===== config.mk =====
export PLATFORM = sky130hd
export DESIGN_NAME = stack_list_with_cursor
export DESIGN_NICKNAME = d
export VERILOG_FILES = /design/src/rtl/slc_pkg.sv /design/src/rtl/slc_ctrl.sv /design/src/rtl/slc_dpath.sv /design/src/rtl/stack_list_with_cursor.sv
export VERILOG_INCLUDE_DIRS = /design/src /design/src/rtl
export SDC_FILE = /design/constraint.sdc
export NUM_CORES = 1
export LEC_CHECK = 0
export ABC_AREA = 0
export BUFFER_PORTS_ARGS = -buffer_cell sky130_fd_sc_hd__buf_4
export CAP_MARGIN = 10
export CORE_ASPECT_RATIO = 0.5
export CORE_MARGIN = 1.5
export CORE_UTILIZATION = 50
export CTS_CLUSTER_DIAMETER = 50
export DETAILED_ROUTE_END_ITERATION = 12
export GPL_ROUTABILITY_DRIVEN = 1
export GPL_TIMING_DRIVEN = 0
export PLACE_DENSITY = 0.64
export SYNTH_ARGS = -nofsm -noshare
export SYNTH_HDL_FRONTEND = slang
export SYNTH_SLANG_ARGS = --single-unit

===== constraint.sdc =====
create_clock -name clock -period 5.8 [get_ports clock]
set_input_delay 0.29 -clock clock [delete_from_list [all_inputs] [get_ports clock]]
set_output_delay 0.29 -clock clock [all_outputs]
set_load 0.02 [all_outputs]

===== src/rtl/stack_list_with_cursor_macros.svh =====
// Assertion macros shared by the list controller and datapath.
// Depends on nothing; define NO_ASSERTIONS to compile them out.
`ifndef STACK_LIST_WITH_CURSOR_MACROS_SVH
`define STACK_LIST_WITH_CURSOR_MACROS_SVH

`ifndef NO_ASSERTIONS

`define SLC_ASSERT_IMP(label, clk, rst, ante, cons) \
   label: assert property (@(posedge clk) disable iff (rst) (ante) |-> (cons)) \
      else $error("same-cycle check failed");

`define SLC_ASSERT_NXT(label, clk, rst, ante, cons) \
   label: assert property (@(posedge clk) disable iff (rst) (ante) |=> (cons)) \
      else $error("next-cycle check failed");

`else

`define SLC_ASSERT_IMP(label, clk, rst, ante, cons)
`define SLC_ASSERT_NXT(label, clk, rst, ante, cons)

`endif

`endif


===== src/rtl/slc_pkg.sv =====
// Shared constants, command and status codes, and controller commands
// for the list with cursor. No dependencies.
`default_nettype none

package slc_pkg;

   localparam int DEPTH   = 16;
   localparam int VALUE_W = 32;
   localparam int CNT_W   = $clog2(DEPTH + 1);
   localparam int PTR_W   = $clog2(DEPTH);

   typedef enum logic [2:0] {
      CMD_PUSH   = 3'd0,
      CMD_POP    = 3'd1,
      CMD_NEWER  = 3'd2,
      CMD_OLDER  = 3'd3,
      CMD_DELETE = 3'd4
   } cmd_type;

   typedef enum logic [1:0] {
      ST_DONE  = 2'd0,
      ST_EMPTY = 2'd1,
      ST_FULL  = 2'd2,
      ST_END   = 2'd3
   } status_type;

   typedef struct packed {
      logic exec;
      logic report;
   } ctl_type;

endpackage

`default_nettype wire


===== src/rtl/slc_ctrl.sv =====
// Request sequencer: accepts a request, then schedules the result readout.
// Depends on slc_pkg and the assertion macro header.
`default_nettype none
`include "stack_list_with_cursor_macros.svh"

module slc_ctrl
   import slc_pkg::*;
(
   input  wire logic clock,
   input  wire logic reset,
   input  wire logic start,
   output logic      busy,
   output logic      rsp_strobe,
   output ctl_type   ctl
);

   typedef enum logic {
      S_IDLE,
      S_READ
   } state_type;

   state_type state_ff;
   logic      strobe_ff;
   logic      accept;

   assign busy       = (state_ff != S_IDLE);
   assign accept     = start && !busy;
   assign rsp_strobe = strobe_ff;
   assign ctl.exec   = accept;
   assign ctl.report = (state_ff == S_READ);

   always_ff @(posedge clock) begin
      if (reset) begin
         state_ff  <= S_IDLE;
         strobe_ff <= 1'b0;
      end else begin
         strobe_ff <= (state_ff == S_READ);
         unique case (state_ff)
            S_IDLE: begin
               if (accept) begin
                  state_ff <= S_READ;
               end
            end
            S_READ: begin
               state_ff <= S_IDLE;
            end
         endcase
      end
   end

   `SLC_ASSERT_NXT(a_accept_reads, clock, reset, accept, state_ff == S_READ && !strobe_ff)
   `SLC_ASSERT_NXT(a_read_strobes, clock, reset, state_ff == S_READ, strobe_ff && !busy)

endmodule

`default_nettype wire


===== src/rtl/slc_dpath.sv =====
// Shifting cell chain with fill count, cursor and result registers.
// Depends on slc_pkg and the assertion macro header.
`default_nettype none
`include "stack_list_with_cursor_macros.svh"

module slc_dpath
   import slc_pkg::*;
(
   input  wire logic               clock,
   input  wire logic               reset,
   input  wire ctl_type            ctl,
   input  wire logic [2:0]         req_cmd,
   input  wire logic signed [31:0] req_value,
   output logic [1:0]              rsp_status,
   output logic [4:0]              rsp_count,
   output logic [3:0]              rsp_cursor_pos,
   output logic signed [31:0]      rsp_cursor_value
);

   logic [VALUE_W-1:0] cells_ff [DEPTH];
   logic [VALUE_W-1:0] cells_in [DEPTH];
   logic [CNT_W-1:0]   fill_ff, fill_in;
   logic [PTR_W-1:0]   cursor_ff, cursor_in;
   status_type         status_ff, status_in;

   status_type         rsp_status_ff;
   logic [CNT_W-1:0]   rsp_count_ff;
   logic [PTR_W-1:0]   rsp_cursor_pos_ff;
   logic [VALUE_W-1:0] rsp_cursor_value_ff;

   logic               empty;
   logic               full;
   logic               do_push;
   logic               do_remove;
   logic [PTR_W-1:0]   remove_pos;

   assign empty = (fill_ff == '0);
   assign full  = (fill_ff == CNT_W'(DEPTH));

   always_comb begin
      status_in  = ST_DONE;
      fill_in    = fill_ff;
      cursor_in  = cursor_ff;
      do_push    = 1'b0;
      do_remove  = 1'b0;
      remove_pos = cursor_ff;
      unique case (req_cmd)
         CMD_PUSH: begin
            if (full) begin
               status_in = ST_FULL;
            end else begin
               do_push   = 1'b1;
               fill_in   = fill_ff + CNT_W'(1);
               cursor_in = empty ? '0 : cursor_ff + PTR_W'(1);
            end
         end
         CMD_POP: begin
            if (empty) begin
               status_in = ST_EMPTY;
            end else begin
               do_remove  = 1'b1;
               remove_pos = '0;
               fill_in    = fill_ff - CNT_W'(1);
               if (cursor_ff != '0) cursor_in = cursor_ff - PTR_W'(1);
            end
         end
         CMD_NEWER: begin
            if (empty) begin
               status_in = ST_EMPTY;
            end else if (cursor_ff == '0) begin
               status_in = ST_END;
            end else begin
               cursor_in = cursor_ff - PTR_W'(1);
            end
         end
         CMD_OLDER: begin
            if (empty) begin
               status_in = ST_EMPTY;
            end else if ((CNT_W'(cursor_ff) + CNT_W'(1)) >= fill_ff) begin
               status_in = ST_END;
            end else begin
               cursor_in = cursor_ff + PTR_W'(1);
            end
         end
         CMD_DELETE: begin
            if (empty) begin
               status_in = ST_EMPTY;
            end else begin
               do_remove = 1'b1;
               fill_in   = fill_ff - CNT_W'(1);
               if (cursor_ff != '0) cursor_in = cursor_ff - PTR_W'(1);
            end
         end
         default: begin
            status_in = ST_DONE;
         end
      endcase
   end

   always_comb begin
      for (int i = 0; i < DEPTH; i++) begin
         cells_in[i] = cells_ff[i];
         if (do_push) begin
            cells_in[i] = (i == 0) ? req_value[VALUE_W-1:0] : cells_ff[(i == 0) ? 0 : i - 1];
         end else if (do_remove && (PTR_W'(i) >= remove_pos) && (i < DEPTH - 1)) begin
            cells_in[i] = cells_ff[(i < DEPTH - 1) ? i + 1 : i];
         end
      end
   end

   always_ff @(posedge clock) begin
      if (ctl.exec) begin
         for (int i = 0; i < DEPTH; i++) begin
            cells_ff[i] <= cells_in[i];
         end
      end
      if (ctl.report) begin
         rsp_count_ff        <= fill_ff;
         rsp_cursor_pos_ff   <= empty ? '0 : cursor_ff;
         rsp_cursor_value_ff <= empty ? '0 : cells_ff[cursor_ff];
      end
   end

   always_ff @(posedge clock) begin
      if (reset) begin
         fill_ff       <= '0;
         cursor_ff     <= '0;
         status_ff     <= ST_DONE;
         rsp_status_ff <= ST_DONE;
      end else begin
         if (ctl.exec) begin
            fill_ff   <= fill_in;
            cursor_ff <= cursor_in;
            status_ff <= status_in;
         end
         if (ctl.report) begin
            rsp_status_ff <= status_ff;
         end
      end
   end

   assign rsp_status       = rsp_status_ff;
   assign rsp_count        = rsp_count_ff;
   assign rsp_cursor_pos   = rsp_cursor_pos_ff;
   assign rsp_cursor_value = rsp_cursor_value_ff;

   `SLC_ASSERT_IMP(a_fill_bound, clock, reset, 1'b1, fill_ff <= CNT_W'(DEPTH))
   `SLC_ASSERT_IMP(a_cursor_in_list, clock, reset, !empty, CNT_W'(cursor_ff) < fill_ff)
   `SLC_ASSERT_NXT(a_refusal_holds, clock, reset, ctl.exec && status_in != ST_DONE, $stable(fill_ff))

endmodule

`default_nettype wire


===== src/rtl/stack_list_with_cursor.sv =====
// The cell chain updates at the request edge; the cell under the cursor is then read
// into the result registers and the result strobe rises. A new request is not taken
// until that read is done; busy is high while the read is under way.
// Results are strobed for one cycle and cannot be stalled by the receiver.
// Synchronous reset empties the list and zeroes the cursor; cells keep old data.
`default_nettype none

module stack_list_with_cursor
   import slc_pkg::*;
(
   input  wire logic               clock,
   input  wire logic               reset,
   input  wire logic               start,
   output logic                    busy,
   input  wire logic [2:0]         req_cmd,
   input  wire logic signed [31:0] req_value,
   output logic                    rsp_strobe,
   output logic [1:0]              rsp_status,
   output logic [4:0]              rsp_count,
   output logic [3:0]              rsp_cursor_pos,
   output logic signed [31:0]      rsp_cursor_value
);

   ctl_type ctl;

   slc_ctrl u_ctrl (
      .clock      (clock),
      .reset      (reset),
      .start      (start),
      .busy       (busy),
      .rsp_strobe (rsp_strobe),
      .ctl        (ctl)
   );

   slc_dpath u_dpath (
      .clock            (clock),
      .reset            (reset),
      .ctl              (ctl),
      .req_cmd          (req_cmd),
      .req_value        (req_value),
      .rsp_status       (rsp_status),
      .rsp_count        (rsp_count),
      .rsp_cursor_pos   (rsp_cursor_pos),
      .rsp_cursor_value (rsp_cursor_value)
   );

endmodule

`default_nettype wire


Word-level counts from Yosys, hierarchy flattened
Memories as Yosys holds them, arrays and structs flattened. A register that Yosys moved wholly into a read port is not among the register bits.
Cells that the tools add are included.
{"block": "word_totals", "ff_bits": 24, "ramBits": 512, "word_cells": 128, "mem_count": 1}
{"memory": "u_dpath.cells_ff", "depth": 16, "word_bits": 32, "rd": 17, "rd_ports_with_merged_regs": 1, "write_ports": 16, "line": "slc_dpath.sv:20", "rtl": "logic [VALUE_W-1:0] cells_ff [DEPTH];"}
{"block": "op_classes", "n_addsub": 5, "magnitude_cmp": 16, "eq_ne": 12, "n_mux": 59, "n_bitwise": 1, "reduce_logical": 26}
{"op": "32-bit 2-to-1 mux", "n": 31}
{"op": "4-bit 2-to-1 mux", "n": 10}
{"op": "4-bit >= comparator, first input constant", "n": 7}
{"op": "3-bit by 4-bit >= comparator with 1-bit output, first input constant", "n": 4}
{"op": "1-bit logical AND", "n": 16}
{"op": "4-bit case mux with 4 select lines", "n": 1}
{"op": "2-bit inequality test, second input constant", "n": 6}
{"op": "2-bit 2-to-1 mux", "n": 5}
{"op": "5-bit 2-to-1 mux", "n": 2}
{"op": "5-bit case mux with 2 select lines", "n": 1}
{"op": "9-bit AND reduction", "n": 1}
{"op": "1-bit by 4-bit >= comparator with 1-bit output, first input constant", "n": 2}
{"op": "2-bit by 4-bit >= comparator with 1-bit output, first input constant", "n": 2}
{"op": "2-bit case mux with 4 select lines", "n": 1}
{"op": "4-bit nonzero test", "n": 2}
{"op": "1-bit 2-to-1 mux", "n": 7}
{"op": "3-bit by 2-bit equality test with 1-bit output, second input constant", "n": 2}
{"op": "4-bit by 1-bit adder with 5-bit output, second input constant", "n": 1}
{"op": "5-bit by 1-bit adder with 5-bit output, second input constant", "n": 1}
{"op": "5-bit equality test, second input constant", "n": 1}
{"op": "5-bit >= comparator", "n": 1}
{"op": "5-bit zero test", "n": 1}
{"op": "5-bit by 1-bit subtractor with 5-bit output, second input constant", "n": 1}
{"op": "4-bit by 1-bit adder with 4-bit output, second input constant", "n": 1}
{"op": "12 further kinds", "n": 12}

Logic depth before layout (Yosys ltp)
{"block": "depth", "ltp_word": 7, "mapped_depth": 11, "ltp_nobuf": 9}

Cells and area by module
Synthesis repeated with hierarchy kept, for this count alone.
{"block": "unflattened", "cells_unflattened": 1531, "hier_area_um2": 27694.1}
{"module": "slc_dpath", "n_inst": 1, "cells_per_inst": 1524, "area_each_um2": 27611.5, "seq_area_each_um2": 16866.2}
{"module": "slc_ctrl", "n_inst": 1, "cells_per_inst": 7, "area_each_um2": 82.6, "seq_area_each_um2": 40.0}

Worst setup path after synthesis
Ideal clock, no wire load.
{"block": "synth_timing", "path_kind": "register -> register", "start": "register u_ctrl.state_ff (netlist: u_ctrl.busy)", "end": "memory u_dpath.cells_ff[8][0] (enable)", "setup_ps": 470, "t_arrival_ps": 4338, "required_time_ps": 5330, "slack_ps": 992, "path_stages_with_launch": 5, "path_buffers": 0, "synth_period_minus_slack_ps": 4808, "path_cell_list": "dfxtp_1 > nand2b_1 > nor2_1 > nand3_1 > o31ai_1"}
{"item": "start: declaration", "line": "slc_ctrl.sv:22", "rtl": "state_type state_ff;"}
{"item": "start signal: assignment", "line": "slc_ctrl.sv:34", "rtl": "state_ff <= S_IDLE;"}
{"item": "start signal: assignment", "line": "slc_ctrl.sv:41", "rtl": "state_ff <= S_READ;"}
{"item": "start signal: assignment", "line": "slc_ctrl.sv:45", "rtl": "state_ff <= S_IDLE;"}
{"item": "end: declaration", "line": "slc_dpath.sv:20"}

==> run metrics <==
status complete, no violations; Most used DFF post-synth edfxtp_1; crit-path max FO 32; vias roughly 20000; IO Count 83; WL per Instance around 23 um; fin. max-slew vios 0; die height ~170 um; antenna viol nets, final 0; Initial Utilization 0.504; post-synthesis instance total ~2500; largest net degree at the start of global routing 33; CTS sink count 568; H-tree levels 2; worst skew pair latency between 600 and 700 ps; post-place setup slack ~1800 ps; crit start category flip-flop; period utilization 0.702; root buffer cell clkbuf_16; die area 57400 um^2; initial drt markers between 2000 and 3000; final WL between 80000 and 90000 um; Vias/cell around 5.7; YS warnings 0; TritonCTS clock tree yes; final hold viol count 0; P_leak 12.6 nW; top cells by area, synth edfxtp_1 (59%), nand2_1 (20%), mux4_2 (13%); CP bufs+invs 1; clock buffer depth 3; Placer Congestion 0.904; setup TNS 0 ps; Final Worst Setup Slack around 1700 ps; number of synthesized flops with an enable pin 553; CP Class flip-flop to flip-flop; drt first pass iters 6; num rows 61; setup repair bufs after CTS 0; Worst Skew approximately 26 ps; Mapped Area about 28000 um^2; core box area between 50000 and 60000 um^2; crit-path cells buf_12 > nand2b_1 > nor2_1 > nand3_1 > a21oi_1 > or2_2; maxcap violations 0; crit-path leading delay family simple AND/OR/NAND/NOR gates; CP arrival 4310 ps; Slowest-stage cell, CP or2_2; initial antenna violation count 6; die width 337 um; register area share after synthesis 0.605; GR Overflow Total 0; Peak Freq ~250 MHz; Final nets about 2800; Req. time, crit path roughly 6000 ps; post-synthesis cell type count 54; most instantiated cells after synthesis nand2_1 (1453), edfxtp_1 (553), mux4_2 (160), buf_2 (79), clkbuf_1 (51); Reg clk slew, reported paths about 70 ps; I/O Buffers 81; Slew @ Worst Pin 1190 ps; Setup crit end kind flip-flop; first-pass GRT wire length between 100000 and 150000 um; CTS Hold Bufs 33; Max-slew headroom 0.204; Pwr per Cell Area around 280 nW/um^2; biggest area consumer among synthesized cells edfxtp_1; top cell type's share of synthesized area 0.594; CP max stage delay between 800 and 900 ps; number of synthesized register bits between 500 and 600; Hold Path Class input pin to flip-flop; maximum vdd drop around 0.20 mV; layout cell share with drive strength beyond 1 0.164; Mapped Nets about 2600; CTS buffer count 53; Avg Inst Size Synth 11.1 um^2; Util after Layout 0.577; Reg2Reg Setup Slack roughly 1700 ps; cts repair resizes 0; placed wire-length estimate between 60000 and 70000 um; unrepaired setup endpoints after global routing no; antenna fix cells 0; asr flop ratio synth 0; count leader, synth nand2_1; gr usage total 0.289; DRC Markers 0; vias in the first global route about 18000; fin crit period 4070 ps; area grow syn2layout 14.4%; Final setup viols 0
==> kinds of logic after synthesis <==
group | after synthesis | synth area share
buffers and inverters | 166 | 0.0288
multiplexers | 167 | 0.131
XOR/XNOR | 10 | 0.00313
AND/OR/NAND/NOR | 1543 | 0.213
AO/OA/AOI/OAI | 52 | 0.0125
flip-flops | 568 | 0.605
adder cells (fa/ha/maj) | 12 | 0.00564
==> worst reg2reg max path, delay by kind of cell, from the launching register on <==
family                 cells  cell delay (ps)
DFF                        1              460
and+or+nand+nor            4             2500
buffers and inverters      1              240
AOI/OAI and AO/OA          1              470
==> sequential cells by signal (all words and copies together), names as in the netlist <==
signal and count:
u_ctrl.busy 1, u_dpath.fill_ff 5, u_dpath.cells_ff 512, u_dpath.rsp_cursor_value 32, u_dpath.status_ff 2, u_dpath.cursor_ff 4
u_dpath.rsp_cursor_pos 4, u_ctrl.rsp_strobe 1, u_dpath.rsp_status 2, u_dpath.rsp_count 5
==> through the flow <==
step	area, um^2	hold slack [ps]	instances	power, mW
floorplan	27900	355	2518	5.38
global placement	29500	448	3355	5.70
detailed placement	30100	451	3373	5.75
CTS	32000	137	3500	9.02
global route	32000	193	3500	9.28
finish	32000	154	3500	9.01
==> worst paths after layout <==
path	from	endpoint	depth (start not counted)
worst min-delay path	req_cmd[2]	u_dpath.status_ff[1]$_SDFFE_PP0P_	5
worst max register to register	u_ctrl.busy$_SDFF_PP0_	u_dpath.cells_ff[12][31]$_DFFE_PP_	6
worst max-delay path	u_ctrl.busy$_SDFF_PP0_	u_dpath.cells_ff[12][31]$_DFFE_PP_	6
worst min register to register	u_dpath.status_ff[1]$_SDFFE_PP0P_	u_dpath.status_ff[1]$_SDFFE_PP0P_	2
==> report_power, final <==
part           switching [mW]  internal [mW]
logic                   0.565          0.366
registers               0.107           4.66
clock network            1.58           1.73
==> routing by layer <==
layer | vias up | wire length (um) | part of all wire | track usage
met5 | - | 123 | 0.0015 | 0.0119
met4 | 6 | 912 | 0.011 | 0.0411
met3 | 80 | 13000 | 0.16 | 0.111
met2 | 1065 | 32100 | 0.39 | 0.376
met1 | 9646 | 36100 | 0.44 | 0.457
li1 | 9013 | - | - | -
==> cell type report <==
cell class                 count  area (um^2)
fill                        4700        23400
sequential                   568        16900
inverter                      11         41.3
clock inverter                28          143
tap                          756          946
multi-input combinational   1784        10400
clock buffer                  66         1420
buffer                       155          763
timing repair buffer         132         1390
==> cells in the final DEF, fill, tap and decap left out, types with 16 or more instances in the layout <==
cell type and n:
a21oi_1 16, buf_2 79, buf_4 89, clkbuf_1 62, clkbuf_16 55, dlygate4sd3_1 33, edfxtp_1 553, mux4_2 160
nand2_1 1453, nor2_1 25, nor2b_1 36
No activity file was read; power rests on OpenSTA's default activity.
